===== src/rtl/core/rcos_pkg.sv =====
// Shared types and constants for the rectangle clip / outline splitter.
// No dependencies; every other file in rtl/core but rcos_cmd_if imports this package.
package rcos_pkg;

    localparam int IMG_MAX     = 16384;
    localparam int LIM_W       = 15;
    localparam int POS_W       = 14;
    localparam int NPIECE      = 4;
    localparam int SPLIT_MIN   = 2;

    localparam int CFG_IDX_W   = 1;
    localparam int CFG_DATA_W  = 15;
    localparam logic [CFG_IDX_W-1:0] CFG_IMAGE_WIDTH  = 1'd0;
    localparam logic [CFG_IDX_W-1:0] CFG_IMAGE_HEIGHT = 1'd1;
    localparam logic [LIM_W-1:0]     IMG_RESET        = 15'd1024;

    // piece order inside a split outline
    localparam int PIECE_TOP    = 0;
    localparam int PIECE_RIGHT  = 1;
    localparam int PIECE_BOTTOM = 2;
    localparam int PIECE_LEFT   = 3;

    localparam int QDEPTH  = 4;
    localparam int QPTR_W  = 2;
    localparam int QCNT_W  = 3;

    // clipped piece: half-open span [x0,x1) x [y0,y1), already clamped
    typedef struct packed {
        logic [LIM_W-1:0] x0;
        logic [LIM_W-1:0] y0;
        logic [LIM_W-1:0] x1;
        logic [LIM_W-1:0] y1;
    } t_piece;

    typedef t_piece [NPIECE-1:0] t_piece_set;
    typedef logic [NPIECE-1:0]   t_piece_mask;

    localparam int PSET_W = $bits(t_piece_set);

    // image bounds after limiting to IMG_MAX
    typedef struct packed {
        logic [LIM_W-1:0] img_w;
        logic [LIM_W-1:0] img_h;
    } t_bounds;

    // handshake between front/back and the queue
    typedef struct packed {
        logic full;
        logic empty;
    } t_q_status;

endpackage


===== src/rtl/core/rcos_cmd_if.sv =====
// Command channel: valid/ready handshake with one rectangle command word.
// Depends on nothing; widths set by interface parameters.
interface rcos_cmd_if #(
    parameter int COORD_BITS = 16,
    parameter int PIXEL_BITS = 32
) ();
    logic                         valid;
    logic                         ready;
    logic signed [COORD_BITS-1:0] rect_left;
    logic signed [COORD_BITS-1:0] rect_top;
    logic signed [COORD_BITS-1:0] rect_width;
    logic signed [COORD_BITS-1:0] rect_height;
    logic                         solid;
    logic [PIXEL_BITS-1:0]        ink_word;

    modport source (output valid, rect_left, rect_top, rect_width, rect_height, solid,
                    ink_word, input ready);
    modport sink   (input valid, rect_left, rect_top, rect_width, rect_height, solid,
                    ink_word, output ready);
endinterface


===== src/rtl/core/rcos_rect_if.sv =====
// Result channel: valid/ready handshake with one clipped rectangle word.
// Depends on rcos_pkg for the fixed coordinate widths.
interface rcos_rect_if #(
    parameter int PIXEL_BITS = 32
) ();
    import rcos_pkg::*;
    logic                  valid;
    logic                  ready;
    logic [POS_W-1:0]      clip_left;
    logic [POS_W-1:0]      clip_top;
    logic [LIM_W-1:0]      clip_width;
    logic [LIM_W-1:0]      clip_height;
    logic [PIXEL_BITS-1:0] paint_value;
    logic                  final_piece;

    modport source (output valid, clip_left, clip_top, clip_width, clip_height,
                    paint_value, final_piece, input ready);
    modport sink   (input valid, clip_left, clip_top, clip_width, clip_height,
                    paint_value, final_piece, output ready);
endinterface


===== src/rtl/core/rcos_front.sv =====
// Front end: accepts commands, forms edges, classifies solid/outline,
// clips all pieces and pushes non-empty commands to the queue. Uses rcos_pkg.
module rcos_front #(
    parameter int COORD_BITS = 16,
    parameter int PIXEL_BITS = 32
) (
    input  logic                 i_clk,
    input  logic                 i_rst_n,
    rcos_cmd_if.sink             i_cmd,
    input  rcos_pkg::t_bounds    i_bounds,
    input  rcos_pkg::t_q_status  i_qstat,
    output logic                 o_push,
    output logic [PIXEL_BITS+rcos_pkg::NPIECE+rcos_pkg::PSET_W-1:0] o_data
);
    import rcos_pkg::*;

    // edge width: l+w-1 needs two bits above the command width
    localparam int EW = COORD_BITS + 2;
    // compare width: wide enough to hold IMG_MAX as a signed value
    localparam int CW = (EW > LIM_W + 2) ? EW : LIM_W + 2;

    // stage A: raw edges of the command
    logic                  r_a_valid;
    logic signed [EW-1:0]  r_l, r_t, r_r, r_b, r_rm1, r_bm1, r_lp1, r_tp1;
    logic                  r_split;
    logic [PIXEL_BITS-1:0] r_ink;

    logic signed [EW-1:0]  lx, tx, wx, hx;
    logic                  advance;
    logic                  accept;

    t_piece_set            pieces;
    t_piece_mask           mask;
    logic [LIM_W-1:0]      xl_lo, xr_lo, xr_hi, xl1_hi;
    logic [LIM_W-1:0]      yt_lo, yb_lo, yb_hi, yt1_hi;

    // clamp a start edge into [0, IMG_MAX]
    function automatic logic [LIM_W-1:0] clamp_lo(input logic signed [EW-1:0] v);
        logic signed [CW-1:0] s;
        logic [LIM_W-1:0]     res;
        s = v;
        if (s < 0) begin
            res = '0;
        end else if (s > CW'(IMG_MAX)) begin
            res = LIM_W'(IMG_MAX);
        end else begin
            res = s[LIM_W-1:0];
        end
        return res;
    endfunction

    // clamp an end edge into [0, lim]
    function automatic logic [LIM_W-1:0] clamp_hi(input logic signed [EW-1:0] v,
                                                  input logic [LIM_W-1:0] lim);
        logic signed [CW-1:0] s;
        logic signed [CW-1:0] ls;
        logic [LIM_W-1:0]     res;
        s  = v;
        ls = {{(CW-LIM_W){1'b0}}, lim};
        if (s < 0) begin
            res = '0;
        end else if (s > ls) begin
            res = lim;
        end else begin
            res = s[LIM_W-1:0];
        end
        return res;
    endfunction

    assign lx = i_cmd.rect_left;
    assign tx = i_cmd.rect_top;
    assign wx = i_cmd.rect_width;
    assign hx = i_cmd.rect_height;

    assign accept      = i_cmd.valid && i_cmd.ready;
    assign advance     = (mask == '0) || !i_qstat.full;
    assign i_cmd.ready = !r_a_valid || advance;

    always_ff @(posedge i_clk) begin
        if (!i_rst_n) begin
            r_a_valid <= 1'b0;
        end else if (i_cmd.ready) begin
            r_a_valid <= i_cmd.valid;
        end
    end

    always_ff @(posedge i_clk) begin
        if (accept) begin
            r_l     <= lx;
            r_t     <= tx;
            r_r     <= lx + wx;
            r_b     <= tx + hx;
            r_rm1   <= lx + wx - EW'(1);
            r_bm1   <= tx + hx - EW'(1);
            r_lp1   <= lx + EW'(1);
            r_tp1   <= tx + EW'(1);
            r_split <= !i_cmd.solid && (i_cmd.rect_width > SPLIT_MIN)
                       && (i_cmd.rect_height > SPLIT_MIN);
            r_ink   <= i_cmd.ink_word;
        end
    end

    // stage B: clamp the few distinct edges, then assemble pieces
    always_comb begin
        xl_lo  = clamp_lo(r_l);
        xr_lo  = clamp_lo(r_rm1);
        xr_hi  = clamp_hi(r_r, i_bounds.img_w);
        xl1_hi = clamp_hi(r_lp1, i_bounds.img_w);
        yt_lo  = clamp_lo(r_t);
        yb_lo  = clamp_lo(r_bm1);
        yb_hi  = clamp_hi(r_b, i_bounds.img_h);
        yt1_hi = clamp_hi(r_tp1, i_bounds.img_h);

        pieces = '0;
        if (r_split) begin
            pieces[PIECE_TOP]    = '{x0: xl_lo, y0: yt_lo, x1: xr_hi,  y1: yt1_hi};
            pieces[PIECE_RIGHT]  = '{x0: xr_lo, y0: yt_lo, x1: xr_hi,  y1: yb_hi};
            pieces[PIECE_BOTTOM] = '{x0: xl_lo, y0: yb_lo, x1: xr_hi,  y1: yb_hi};
            pieces[PIECE_LEFT]   = '{x0: xl_lo, y0: yt_lo, x1: xl1_hi, y1: yb_hi};
        end else begin
            pieces[PIECE_TOP]    = '{x0: xl_lo, y0: yt_lo, x1: xr_hi,  y1: yb_hi};
        end

        mask = '0;
        for (int k = 0; k < NPIECE; k++) begin
            mask[k] = r_a_valid && (r_split || k == PIECE_TOP)
                      && (pieces[k].x1 > pieces[k].x0) && (pieces[k].y1 > pieces[k].y0);
        end
    end

    // drop commands with nothing to paint
    assign o_push = r_a_valid && (mask != '0) && !i_qstat.full;
    assign o_data = {r_ink, mask, pieces};

endmodule


===== src/rtl/core/rcos_queue.sv =====
// Small register queue between front and back; holds whole clipped commands.
// Uses rcos_pkg for depth and status struct.
module rcos_queue #(
    parameter int W = 8
) (
    input  logic                 i_clk,
    input  logic                 i_rst_n,
    input  logic                 i_push,
    input  logic [W-1:0]         i_data,
    input  logic                 i_pop,
    output logic [W-1:0]         o_head,
    output rcos_pkg::t_q_status  o_stat
);
    import rcos_pkg::*;

    logic [W-1:0]      r_mem [QDEPTH];
    logic [QPTR_W-1:0] r_wr_ptr;
    logic [QPTR_W-1:0] r_rd_ptr;
    logic [QCNT_W-1:0] r_count;

    assign o_stat.full  = (r_count == QCNT_W'(QDEPTH));
    assign o_stat.empty = (r_count == '0);
    assign o_head       = r_mem[r_rd_ptr];

    always_ff @(posedge i_clk) begin
        if (i_push) begin
            r_mem[r_wr_ptr] <= i_data;
        end
    end

    always_ff @(posedge i_clk) begin
        if (!i_rst_n) begin
            r_wr_ptr <= '0;
            r_rd_ptr <= '0;
            r_count  <= '0;
        end else begin
            if (i_push) begin
                r_wr_ptr <= r_wr_ptr + 1'b1;
            end
            if (i_pop) begin
                r_rd_ptr <= r_rd_ptr + 1'b1;
            end
            case ({i_push, i_pop})
                2'b10:   r_count <= r_count + 1'b1;
                2'b01:   r_count <= r_count - 1'b1;
                default: r_count <= r_count;
            endcase
        end
    end

    a_no_push_full: assert property (@(posedge i_clk) disable iff (!i_rst_n)
        i_push |-> !o_stat.full)
        else $error("queue pushed while full");

    a_no_pop_empty: assert property (@(posedge i_clk) disable iff (!i_rst_n)
        i_pop |-> !o_stat.empty)
        else $error("queue popped while empty");

endmodule


===== src/rtl/core/rcos_back.sv =====
// Back end: walks the surviving pieces of the head command into the output register, one
// per cycle while the result channel takes them, and marks the last one. Uses rcos_pkg.
module rcos_back #(
    parameter int PIXEL_BITS = 32
) (
    input  logic                 i_clk,
    input  logic                 i_rst_n,
    input  logic [PIXEL_BITS+rcos_pkg::NPIECE+rcos_pkg::PSET_W-1:0] i_head,
    input  rcos_pkg::t_q_status  i_qstat,
    output logic                 o_pop,
    rcos_rect_if.source          o_rect
);
    import rcos_pkg::*;

    t_piece_set            head_set;
    t_piece_mask           head_mask;
    logic [PIXEL_BITS-1:0] head_ink;

    logic                  r_have;
    t_piece_mask           r_rem;
    t_piece_mask           rem;
    t_piece_mask           new_rem;
    logic [QPTR_W-1:0]     idx;
    logic                  load_ok;
    logic                  go;
    logic                  last;
    t_piece                pc;

    logic                  r_ovalid;
    logic [POS_W-1:0]      r_left, r_top;
    logic [LIM_W-1:0]      r_width, r_height;
    logic [PIXEL_BITS-1:0] r_paint;
    logic                  r_final;

    assign head_set  = t_piece_set'(i_head[PSET_W-1:0]);
    assign head_mask = i_head[PSET_W +: NPIECE];
    assign head_ink  = i_head[PSET_W+NPIECE +: PIXEL_BITS];

    // lowest remaining piece goes next
    always_comb begin
        rem = r_have ? r_rem : head_mask;
        idx = '0;
        for (int k = NPIECE - 1; k >= 0; k--) begin
            if (rem[k]) begin
                idx = QPTR_W'(k);
            end
        end
        new_rem = rem;
        new_rem[idx] = 1'b0;
        last = (new_rem == '0);
        pc   = head_set[idx];
    end

    assign load_ok = !r_ovalid || o_rect.ready;
    assign go      = !i_qstat.empty && load_ok;
    assign o_pop   = go && last;

    always_ff @(posedge i_clk) begin
        if (!i_rst_n) begin
            r_have   <= 1'b0;
            r_rem    <= '0;
            r_ovalid <= 1'b0;
        end else begin
            if (go) begin
                r_have <= !last;
                r_rem  <= new_rem;
            end
            if (load_ok) begin
                r_ovalid <= go;
            end
        end
    end

    always_ff @(posedge i_clk) begin
        if (go) begin
            r_left   <= pc.x0[POS_W-1:0];
            r_top    <= pc.y0[POS_W-1:0];
            r_width  <= pc.x1 - pc.x0;
            r_height <= pc.y1 - pc.y0;
            r_paint  <= head_ink;
            r_final  <= last;
        end
    end

    assign o_rect.valid       = r_ovalid;
    assign o_rect.clip_left   = r_left;
    assign o_rect.clip_top    = r_top;
    assign o_rect.clip_width  = r_width;
    assign o_rect.clip_height = r_height;
    assign o_rect.paint_value = r_paint;
    assign o_rect.final_piece = r_final;

    a_head_has_piece: assert property (@(posedge i_clk) disable iff (!i_rst_n)
        go |-> (rem != '0))
        else $error("queued command carries no piece");

    a_mid_cmd_head: assert property (@(posedge i_clk) disable iff (!i_rst_n)
        r_have |-> !i_qstat.empty)
        else $error("head command lost while pieces remain");

endmodule


===== src/rtl/core/rect_clip_outline_splitter.sv =====
// Top level of the rectangle clip / outline splitter: image bound registers,
// front end, command queue and back end. Uses rcos_pkg and both channel interfaces.
//
//  channel   dir  handshake             word
//  i_cmd     in   valid/ready           left, top, width, height, solid, ink
//  o_rect    out  valid/ready           clipped left, top, width, height, ink, last flag
//  i_cfg_*   in   write enable only     index 0 image width, 1 image height
//
// A command's edge adders are registered in stage A when it is taken, with the clamp compares
// in front of the queue; its rectangles then pass through the queue into the back end's
// output register. The back end sends one rectangle per cycle while the result channel takes
// them, so a command yields 1 to 4 rectangles, one per surviving piece; commands that clip
// to nothing yield none. The front takes a command every cycle while the four-entry queue has room.
// Reset is synchronous: clears handshake state, sets both bounds to 1024, no sweep.
module rect_clip_outline_splitter #(
    parameter int COORD_BITS = 16,
    parameter int PIXEL_BITS = 32
) (
    input  logic                                i_clk,
    input  logic                                i_rst_n,
    rcos_cmd_if.sink                            i_cmd,
    rcos_rect_if.source                         o_rect,
    input  logic                                i_cfg_we,
    input  logic [rcos_pkg::CFG_IDX_W-1:0]      i_cfg_idx,
    input  logic [rcos_pkg::CFG_DATA_W-1:0]     i_cfg_data
);
    import rcos_pkg::*;

    localparam int QW = PIXEL_BITS + NPIECE + PSET_W;

    t_bounds          r_bounds;
    logic [LIM_W-1:0] cfg_lim;

    logic             push;
    logic             pop;
    logic [QW-1:0]    q_in;
    logic [QW-1:0]    q_head;
    t_q_status        qstat;

    // hold oversized bounds at the image maximum
    assign cfg_lim = (i_cfg_data > CFG_DATA_W'(IMG_MAX)) ? LIM_W'(IMG_MAX) : i_cfg_data;

    always_ff @(posedge i_clk) begin
        if (!i_rst_n) begin
            r_bounds.img_w <= IMG_RESET;
            r_bounds.img_h <= IMG_RESET;
        end else if (i_cfg_we) begin
            case (i_cfg_idx)
                CFG_IMAGE_WIDTH:  r_bounds.img_w <= cfg_lim;
                CFG_IMAGE_HEIGHT: r_bounds.img_h <= cfg_lim;
                default:          r_bounds <= r_bounds;
            endcase
        end
    end

    rcos_front #(
        .COORD_BITS (COORD_BITS),
        .PIXEL_BITS (PIXEL_BITS)
    ) u_front (
        .i_clk    (i_clk),
        .i_rst_n  (i_rst_n),
        .i_cmd    (i_cmd),
        .i_bounds (r_bounds),
        .i_qstat  (qstat),
        .o_push   (push),
        .o_data   (q_in)
    );

    rcos_queue #(
        .W (QW)
    ) u_queue (
        .i_clk   (i_clk),
        .i_rst_n (i_rst_n),
        .i_push  (push),
        .i_data  (q_in),
        .i_pop   (pop),
        .o_head  (q_head),
        .o_stat  (qstat)
    );

    rcos_back #(
        .PIXEL_BITS (PIXEL_BITS)
    ) u_back (
        .i_clk   (i_clk),
        .i_rst_n (i_rst_n),
        .i_head  (q_head),
        .i_qstat (qstat),
        .o_pop   (pop),
        .o_rect  (o_rect)
    );

endmodule

===== src/flat_wrapper.sv =====
// flat-port wrapper written by rule: the top's interface ports become plain ports
module rect_clip_outline_splitter_flat import rcos_pkg::*;
#(
    parameter int COORD_BITS = 16,
    parameter int PIXEL_BITS = 32
)
  (i_clk, i_rst_n, i_cfg_we, i_cfg_idx, i_cfg_data, i_cmd_valid, i_cmd_rect_left, i_cmd_rect_top, i_cmd_rect_width, i_cmd_rect_height, i_cmd_solid, i_cmd_ink_word, i_cmd_ready, o_rect_valid, o_rect_clip_left, o_rect_clip_top, o_rect_clip_width, o_rect_clip_height, o_rect_paint_value, o_rect_final_piece, o_rect_ready);
  rcos_cmd_if #(.COORD_BITS(COORD_BITS), .PIXEL_BITS(PIXEL_BITS)) i_cmd_i ();
  rcos_rect_if #(.PIXEL_BITS(PIXEL_BITS)) o_rect_i ();
  input  logic i_clk;
  input  logic i_rst_n;
  input  logic i_cfg_we;
  input  logic [rcos_pkg::CFG_IDX_W-1:0] i_cfg_idx;
  input  logic [rcos_pkg::CFG_DATA_W-1:0] i_cfg_data;
  input wire logic [$bits(i_cmd_i.valid)-1:0] i_cmd_valid;
  input wire logic [$bits(i_cmd_i.rect_left)-1:0] i_cmd_rect_left;
  input wire logic [$bits(i_cmd_i.rect_top)-1:0] i_cmd_rect_top;
  input wire logic [$bits(i_cmd_i.rect_width)-1:0] i_cmd_rect_width;
  input wire logic [$bits(i_cmd_i.rect_height)-1:0] i_cmd_rect_height;
  input wire logic [$bits(i_cmd_i.solid)-1:0] i_cmd_solid;
  input wire logic [$bits(i_cmd_i.ink_word)-1:0] i_cmd_ink_word;
  output wire logic [$bits(i_cmd_i.ready)-1:0] i_cmd_ready;
  output wire logic [$bits(o_rect_i.valid)-1:0] o_rect_valid;
  output wire logic [$bits(o_rect_i.clip_left)-1:0] o_rect_clip_left;
  output wire logic [$bits(o_rect_i.clip_top)-1:0] o_rect_clip_top;
  output wire logic [$bits(o_rect_i.clip_width)-1:0] o_rect_clip_width;
  output wire logic [$bits(o_rect_i.clip_height)-1:0] o_rect_clip_height;
  output wire logic [$bits(o_rect_i.paint_value)-1:0] o_rect_paint_value;
  output wire logic [$bits(o_rect_i.final_piece)-1:0] o_rect_final_piece;
  input wire logic [$bits(o_rect_i.ready)-1:0] o_rect_ready;
  assign i_cmd_i.valid = i_cmd_valid;
  assign i_cmd_i.rect_left = i_cmd_rect_left;
  assign i_cmd_i.rect_top = i_cmd_rect_top;
  assign i_cmd_i.rect_width = i_cmd_rect_width;
  assign i_cmd_i.rect_height = i_cmd_rect_height;
  assign i_cmd_i.solid = i_cmd_solid;
  assign i_cmd_i.ink_word = i_cmd_ink_word;
  assign i_cmd_ready = i_cmd_i.ready;
  assign o_rect_valid = o_rect_i.valid;
  assign o_rect_clip_left = o_rect_i.clip_left;
  assign o_rect_clip_top = o_rect_i.clip_top;
  assign o_rect_clip_width = o_rect_i.clip_width;
  assign o_rect_clip_height = o_rect_i.clip_height;
  assign o_rect_paint_value = o_rect_i.paint_value;
  assign o_rect_final_piece = o_rect_i.final_piece;
  assign o_rect_i.ready = o_rect_ready;
  rect_clip_outline_splitter #(.COORD_BITS(COORD_BITS), .PIXEL_BITS(PIXEL_BITS)) u_core (.i_clk(i_clk), .i_rst_n(i_rst_n), .i_cmd(i_cmd_i), .o_rect(o_rect_i), .i_cfg_we(i_cfg_we), .i_cfg_idx(i_cfg_idx), .i_cfg_data(i_cfg_data));
endmodule

===== config.mk =====
export PLATFORM = sky130hd
export DESIGN_NAME = rect_clip_outline_splitter_flat
export DESIGN_NICKNAME = d
export VERILOG_FILES = /design/src/rtl/core/rcos_pkg.sv /design/src/rtl/core/rcos_cmd_if.sv /design/src/rtl/core/rcos_rect_if.sv /design/src/rtl/core/rcos_front.sv /design/src/rtl/core/rcos_queue.sv /design/src/rtl/core/rcos_back.sv /design/src/rtl/core/rect_clip_outline_splitter.sv /design/src/flat_wrapper.sv
export SDC_FILE = /design/constraint.sdc
export NUM_CORES = 1
export LEC_CHECK = 0
export BUFFER_PORTS_ARGS = -buffer_cell sky130_fd_sc_hd__buf_2
export CAP_MARGIN = 25
export CORE_MARGIN = 10
export CORE_UTILIZATION = 55
export CTS_BUF_LIST = sky130_fd_sc_hd__clkbuf_4
export DETAILED_ROUTE_END_ITERATION = 6
export HOLD_SLACK_MARGIN = 0.1
export PLACE_DENSITY = 0.72
export SYNTH_ARGS = -nofsm -noshare
export SYNTH_HDL_FRONTEND = slang
export SYNTH_HIERARCHICAL = 1
export SYNTH_SLANG_ARGS = --single-unit

===== constraint.sdc =====
create_clock -name i_clk -period 15.58 [get_ports i_clk]
set_input_delay 0.779 -clock i_clk [delete_from_list [all_inputs] [get_ports i_clk]]
set_output_delay 0.779 -clock i_clk [all_outputs]
set_load 0.005 [all_outputs]

==> results of run 1 <==
state kept, by name, indices dropped and copies added (netlist names), 3 cells and up, named ones only:
name and flops:
u_core/u_back/r_rem 4, u_core/u_front/r_bm1 18, u_core/u_queue/r_mem 1104, u_core/u_front/r_r 17, u_core/u_front/r_ink 32, u_core/r_bounds 30
u_core/u_front/r_t 16, u_core/u_front/r_tp1 17, u_core/u_back/o_rect.clip_width 15, u_core/u_front/r_l 16, u_core/u_front/r_lp1 17, u_core/u_back/o_rect.clip_top 14
u_core/u_back/o_rect.clip_height 15, u_core/u_back/o_rect.clip_left 14, u_core/u_back/o_rect.paint_value 32, u_core/u_front/r_b 17, u_core/u_front/r_rm1 18, u_core/u_queue/r_count 3
worst paths after layout:
path | endpoint | slack (ns)
worst max register to register | u_core/u_queue/r_mem[3][205] | 6.98
worst max-delay path | u_core/u_queue/r_mem[3][205] | 6.98
worst min register to register | u_core/u_queue/r_mem[0][272] | 0.47
worst min-delay path | u_core/u_front/r_r[14] | 0.27
logic make-up after synthesis:
family / Yosys count / share of synthesized area [%]
AOI/OAI and AO/OA: 468 / 5.15
DFF: 1410 / 67.4
and+or+nand+nor: 692 / 5.38
xor gates and xnor gates: 108 / 1.52
muxes: 369 / 12.3
buffers and inverters: 405 / 3.42
adders and majority gates: 239 / 4.86
power by group:
group	internal [W]	switching (W)	total (W)
sequential	0.00458	0.000121	0.00470
combinational	0.00115	0.00164	0.00279
clock	0.00153	0.00139	0.00291
total	0.00726	0.00315	0.0104
layout make-up:
class,count,share of cell area (%)
flip-flops and latches,1410,60.0
multi-input cells,1876,26.1
clock buffers,494,5.31
repair buffers,397,4.04
well taps,1500,2.69
inverters,201,1.08
clock inverters,108,0.764
diodes,3,0.0108
stage by stage:
| step | power, W | setup slack (ns) | util, % | hold WS [ns] | std cells |
|---|---|---|---|---|---|
| 3_3_place_gp | 0.00751 | 6.98 | 57.2 | 0.470 | 5257 |
| 5_1_grt | 0.0110 | 6.54 | 62.1 | 0.183 | 5987 |
| 3_5_place_dp | 0.00755 | 6.85 | 57.2 | 0.476 | 5259 |
| 4_1_cts | 0.0105 | 6.77 | 62.1 | 0.107 | 5982 |
| 2_1_floorplan | 0.00674 | 3.03 | - | 0.459 | 3691 |
| 6_report | 0.0104 | 6.98 | 62.1 | 0.270 | 5989 |
critical path, delay by kind of cell, from the launching register on:
kind	cells	cell delay, ns
buf+inv	4	1.93
fa+ha+maj	2	0.60
simple gates	8	2.77
mux	1	0.18
flops	1	0.37
compound gates	9	2.13
cell usage in the layout (no fill, tap or decap), drive strengths merged, types with 15 or more instances in the layout:
master / Yosys / final
edfxtp: 1364 / 1364
clkbuf: 39 / 495
mux4: 276 / 276
buf: 165 / 275
nand2: 270 / 270
ha: 232 / 232
inv: 201 / 205
nor2: 122 / 122
dlygate4sd3: 0 / 121
clkinv: 0 / 100
mux2i: 88 / 88
a21oi: 87 / 87
xnor2: 64 / 64
o21ai: 55 / 55
o21a: 51 / 51
nor3: 48 / 48
nor2b: 47 / 47
dfxtp: 46 / 46
xor2: 44 / 44
nand3: 43 / 43
o22ai: 41 / 41
nand4: 40 / 40
a21o: 36 / 36
a31oi: 35 / 35
a21boi: 35 / 35
a22oi: 30 / 30
nor4: 29 / 29
nand2b: 23 / 23
and2: 20 / 20
a211oi: 15 / 15
metal layers:
layer	vias to the layer above	global-route usage, %	part of all wire (%)
met3	191	5.81	9.8
li1	15900	-	-
met5	-	0	0
met4	0	6.94	2.0
met2	1759	33.5	45
met1	17700	32.9	43
==> flow_metrics.py, run 1 <==
metrics = {
    "job": {
        "maxCapViolCount": 0,
    },
    "clock_tree": {
        "cts_resized": 0,
        "cts_hold_buf": 121,
        "cts_htree_levels": 5,
        "postCtsSetupBuffers": 0,
        "clkTransAtPathRegs_ns": 0.07,
        "clock_path_buffers": 4,
        "cts.sinks": 1410,
        "insertion_delay_ns": 1.22,
        "cts_tree": "yes",
        "root_buffer": "clkbuf_4",
        "cts_made_buffers": 357,
    },
    "drt": {
        "drt-total-wl_um": 145000,
        "dr.pass1.iters": 6,
        "wl_per_cell_um": 24.1,
        "vias": 35500,
        "ant_nets": 0,
        "drt_iter0_markers": 3699,
        "vias_per_cell": 5.93,
        "drc": 0,
    },
    "power": {
        "powerDensity_nw_per_um2": 149,
        "leakage_nw": 25.4,
        "irDropWorstVdd_mv": 0.140,
    },
    "outcome": {
        "status": "finished, final reports clean",
    },
    "setup_path": {
        "path_cells": "inv_1, ha_1, nor2b_1, o21a_1, o21a_1, o21a_1, o21ai_0, a21oi_1, o21ai_1, buf_4, mux2i_1, nor2_1, ha_1, nand4_1, nor2_1, nand3_1, o311ai_0, o2111ai_1, a311oi_2, nor3_1, nor2_1, and2_4, buf_4, buf_4",
        "crit_fanout": 61,
        "reg2reg_from": "u_core/r_bounds[1]",
        "cp.required_ns": 16.35,
        "path_class": "flip-flop to flip-flop",
        "max_stage_delay_ns": 0.86,
        "arrival_ns": 9.37,
        "cp-start-kind": "flip-flop",
        "critPathCaptureType": "flip-flop",
        "rr_worst_depth": 24,
        "crit_start": "u_core/r_bounds[1]",
        "critical-path-slowest-cell": "and2_4",
    },
    "grt": {
        "grt_max_degree": 148,
        "grt_pass1_wl_um": 218000,
        "grt_usage_pct": 22.6,
        "grt_overflow": 0,
        "first_global_vias": 35700,
        "antenna_found_initial": 1,
    },
    "die": {
        "core_area_sq_um": 112000,
        "rows": 123,
        "fp.dieW_um": 356,
        "start_util_pct": 55.3,
        "pin_count": 211,
        "die-area_sq_um": 127000,
        "die_h_um": 356,
    },
    "logic_synthesis": {
        "synthesis.area_sq_um": 62100,
        "synth_top_cells_by_count": "edfxtp_1, nand2_1, ha_1",
        "yosys.area.top_type": "edfxtp_1",
        "ys_seq_area_share_pct": 67.4,
        "synth_top_area_share_pct": 65.9,
        "synthFlopType": "edfxtp_1",
        "synthArstFlopShare_pct": 0,
        "syn_avg_cell_area_sq_um": 16.8,
        "synth_edf_count": 1364,
        "syn_inst": 3691,
        "synthTopCellsByArea": "edfxtp_1, mux4_2, mux4_1, ha_1, nand2_1",
        "ys_ff_latch": 1410,
        "yosysMostFrequentCell": "edfxtp_1",
        "yosysUniqueCellTypes": 90,
        "synth_nets": 4046,
        "yosysWarningCount": 6,
    },
    "finish": {
        "nets": 4598,
        "seqCellArea_sq_um": 41900,
        "multi_input_area_sq_um": 18200,
        "fillers": 8154,
        "drive_gt1_share_pct": 22.1,
        "syn_to_final_growth_pct": 12.3,
        "fin_area_sq_um": 69800,
    },
    "hold_path": {
        "hp-class": "input pin to flip-flop",
        "hold_path.startpoint": "i_cmd_rect_width[14]",
        "whs_path_depth": 3,
    },
    "sta": {
        "slew_violations": 0,
        "fin_crit_sh_pct": 55.2,
        "finClkSkew_ns": 0.0857,
        "max_slew_margin_pct": 28.8,
        "period_minus_slack_ns": 8.60,
        "rsz0062_at_grt": "false",
        "tns_ns": 0,
        "final-setup-viol-count": 0,
        "hold_violations": 0,
        "fmax_ghz": 0.116,
        "worst_slew_pin_slew_ns": 1.06,
    },
    "placed_design": {
        "dp_hpwl_um": 94100,
        "port_buffers": 210,
        "place_area_sq_um": 64300,
        "gp_congestion": 0.929,
    },
}
(Power assumes the default switching activity.)
==> run 2: changes to the inputs <==
- clock period: 15.58 -> 8.3 ns (I/O delays scaled with it)
==> run 2 against run 1 <==
  * Register-to-register slack worse by 5.9 ns
  * First-iteration DRC count down 2.4%
  * Sequential cell count unchanged
  * Critical path type is now flip-flop to primary output
  * Clock skew up 0.048 ns
  * Combinational power up 90%
  * Sequential power up 87%
  * Largest power group unchanged
  * Largest cell class unchanged
  * Highest routed layer unchanged
  * Hold slack worse by 0.017 ns
  * Count of clock-buffer cells in the layout up 23
==> flow_metrics.py, run 2 (synthesis results as in run 1) <==
metrics = {
    "outcome": {
        "status": "finished, final reports clean",
    },
    "drt": {
        "vias_per_cell": 5.92,
        "drc": 0,
        "ant_nets": 0,
        "wl_per_cell_um": 24.3,
        "drt_iter0_markers": 3612,
        "drt-total-wl_um": 149000,
        "dr.pass1.iters": 7,
        "vias": 36300,
    },
    "finish": {
        "final_cell_mix": "edfxtp_1, clkbuf_4, nand2_1, dlygate4sd3_1, ha_1",
        "fillers": 8051,
        "layout_commonest_cell": "edfxtp_1",
        "seqCellArea_sq_um": 41900,
        "drive_gt1_share_pct": 22.1,
        "nets": 4733,
        "regMostFlops": "u_core/u_queue/r_mem",
        "syn_to_final_growth_pct": 14.9,
        "multi_input_area_sq_um": 18200,
        "largest_reg_flops": 1104,
    },
    "clock_tree": {
        "cts.sinks": 1410,
        "cts_tree": "yes",
        "clkTransAtPathRegs_ns": 0.06,
        "root_buffer": "clkbuf_4",
        "cts_made_buffers": 367,
        "insertion_delay_ns": 1.20,
        "cts_resized": 0,
        "clock_path_buffers": 4,
        "cts_htree_levels": 5,
    },
    "setup_path": {
        "crit_start": "u_core/r_bounds[29]",
        "crit_path_end": "i_cmd_ready",
        "max_stage_delay_ns": 0.73,
        "cp.required_ns": 7.89,
        "critPathCaptureType": "primary output",
        "cp-start-kind": "flip-flop",
        "arrival_ns": 6.90,
        "path_cells": "inv_1, ha_1, nand2_1, nor3_1, nand3_1, o21ai_1, buf_4, mux2i_1, nor3_1, buf_4, ha_1, a21o_1, a21o_1, a21oi_1, o211ai_1, a311oi_1, nor4_1, and3_4, o31a_1, inv_1, buf_2",
        "rr_worst_depth": 22,
        "critical-path-slowest-cell": "o21ai_1",
        "reg2reg_from": "u_core/r_bounds[16]",
        "crit_fanout": 10,
        "reg2reg_slack_ns": 1.08,
        "path_class": "flip-flop to primary output",
        "r2r_end": "u_core/u_queue/r_mem[0][255]",
    },
    "placed_design": {
        "post-place-ws_ns": 1.21,
        "gp_congestion": 0.908,
        "dp_hpwl_um": 96600,
        "port_buffers": 210,
    },
    "die": {
        "fp.dieW_um": 356,
        "start_util_pct": 55.3,
        "core_area_sq_um": 112000,
        "die_h_um": 356,
        "rows": 123,
        "die-area_sq_um": 127000,
        "pin_count": 211,
    },
    "grt": {
        "first_global_vias": 36400,
        "grt_max_degree": 138,
        "antenna_found_initial": 4,
        "grt_overflow": 0,
        "grt_pass1_wl_um": 222000,
        "grt_usage_pct": 23.1,
    },
    "power": {
        "irDropWorstVdd_mv": 0.175,
        "p_total_w": 0.0198,
        "leakage_nw": 26.1,
        "powerDensity_nw_per_um2": 277,
    },
    "sta": {
        "fin_crit_sh_pct": 88.2,
        "rsz0062_at_grt": "false",
        "worst_slack_ns": 0.981,
        "worst_slew_pin_slew_ns": 1.06,
        "finClkSkew_ns": 0.134,
        "period_minus_slack_ns": 7.32,
        "max_slew_margin_pct": 29.0,
        "fmax_ghz": 0.137,
        "final-setup-viol-count": 0,
        "slew_violations": 0,
        "hold_violations": 0,
    },
    "hold_path": {
        "hold_path.startpoint": "i_cmd_rect_top[14]",
        "hp-class": "input pin to flip-flop",
    },
    "job": {
        "maxCapViolCount": 0,
    },
}
-- run 2: metal layers --
metal / wire, um / vias to the layer above / GRT usage, %
met5: 0 / - / 0
met4: 3010 / 0 / 7.09
met3: 15300 / 215 / 6.42
met2: 67400 / 1833 / 34.3
met1: 62900 / 18100 / 33.4
li1: - / 16100 / -
-- run 2: area by class of cell --
class                           count  area share (%)
Sequential cell                  1410            58.7
Multi-Input combinational cell   1876            25.5
Timing Repair Buffer              522            5.99
Clock buffer                      517            5.44
Tap cell                         1500            2.63
Inverter                          201            1.06
Clock inverter                     93           0.717
Antenna cell                        1         0.00350
-- run 2: stage by stage --
| stage | cells | util, % | hold slack, ns | cell area, sq um | TNS, ns |
|---|---|---|---|---|---|
| after floorplan | 3691 | - | 0.459 | 62200 | -172.53 |
| after global placement | 5270 | 57.5 | 0.470 | 64600 | 0 |
| after detailed placement | 5271 | 57.5 | 0.479 | 64600 | 0 |
| after CTS | 6117 | 63.5 | 0.106 | 71400 | 0 |
| after global routing | 6120 | 63.6 | 0.152 | 71400 | 0 |
| final | 6120 | 63.6 | 0.253 | 71400 | 0 |
-- run 2: critical path, delay by kind of cell (launching register included) --
family / cells / cell delay (ns)
AND/OR/NAND/NOR: 6 / 1.07
multiplexers: 1 / 0.29
buffers and inverters: 5 / 1.01
flip-flops: 1 / 0.38
adder cells (fa/ha/maj): 2 / 0.60
AO/OA/AOI/OAI: 7 / 2.39
-- run 2: where the power goes --
part           switching, W  internal (W)
clock network       0.00267       0.00300
registers          0.000224       0.00859
logic               0.00307       0.00222
-- run 2: repair_timing --
action,CTS,global route
hold buffers,236,0
endpoints found under the setup margin,0,0
setup buffers,0,0
hold endpoints to repair,382,0
-- run 2: how the worst min path moves through the flow --
stage / end / cells past startpoint
after CTS: u_core/u_front/r_tp1[13] / 4
after floorplan: u_core/u_queue/r_mem[0][244] / 0
after detailed placement: u_core/r_bounds[12] / 2
after global routing: u_core/u_front/r_lp1[5] / 3
final: u_core/u_front/r_tp1[16] / 4
after global placement: u_core/u_queue/r_mem[3][275] / 0
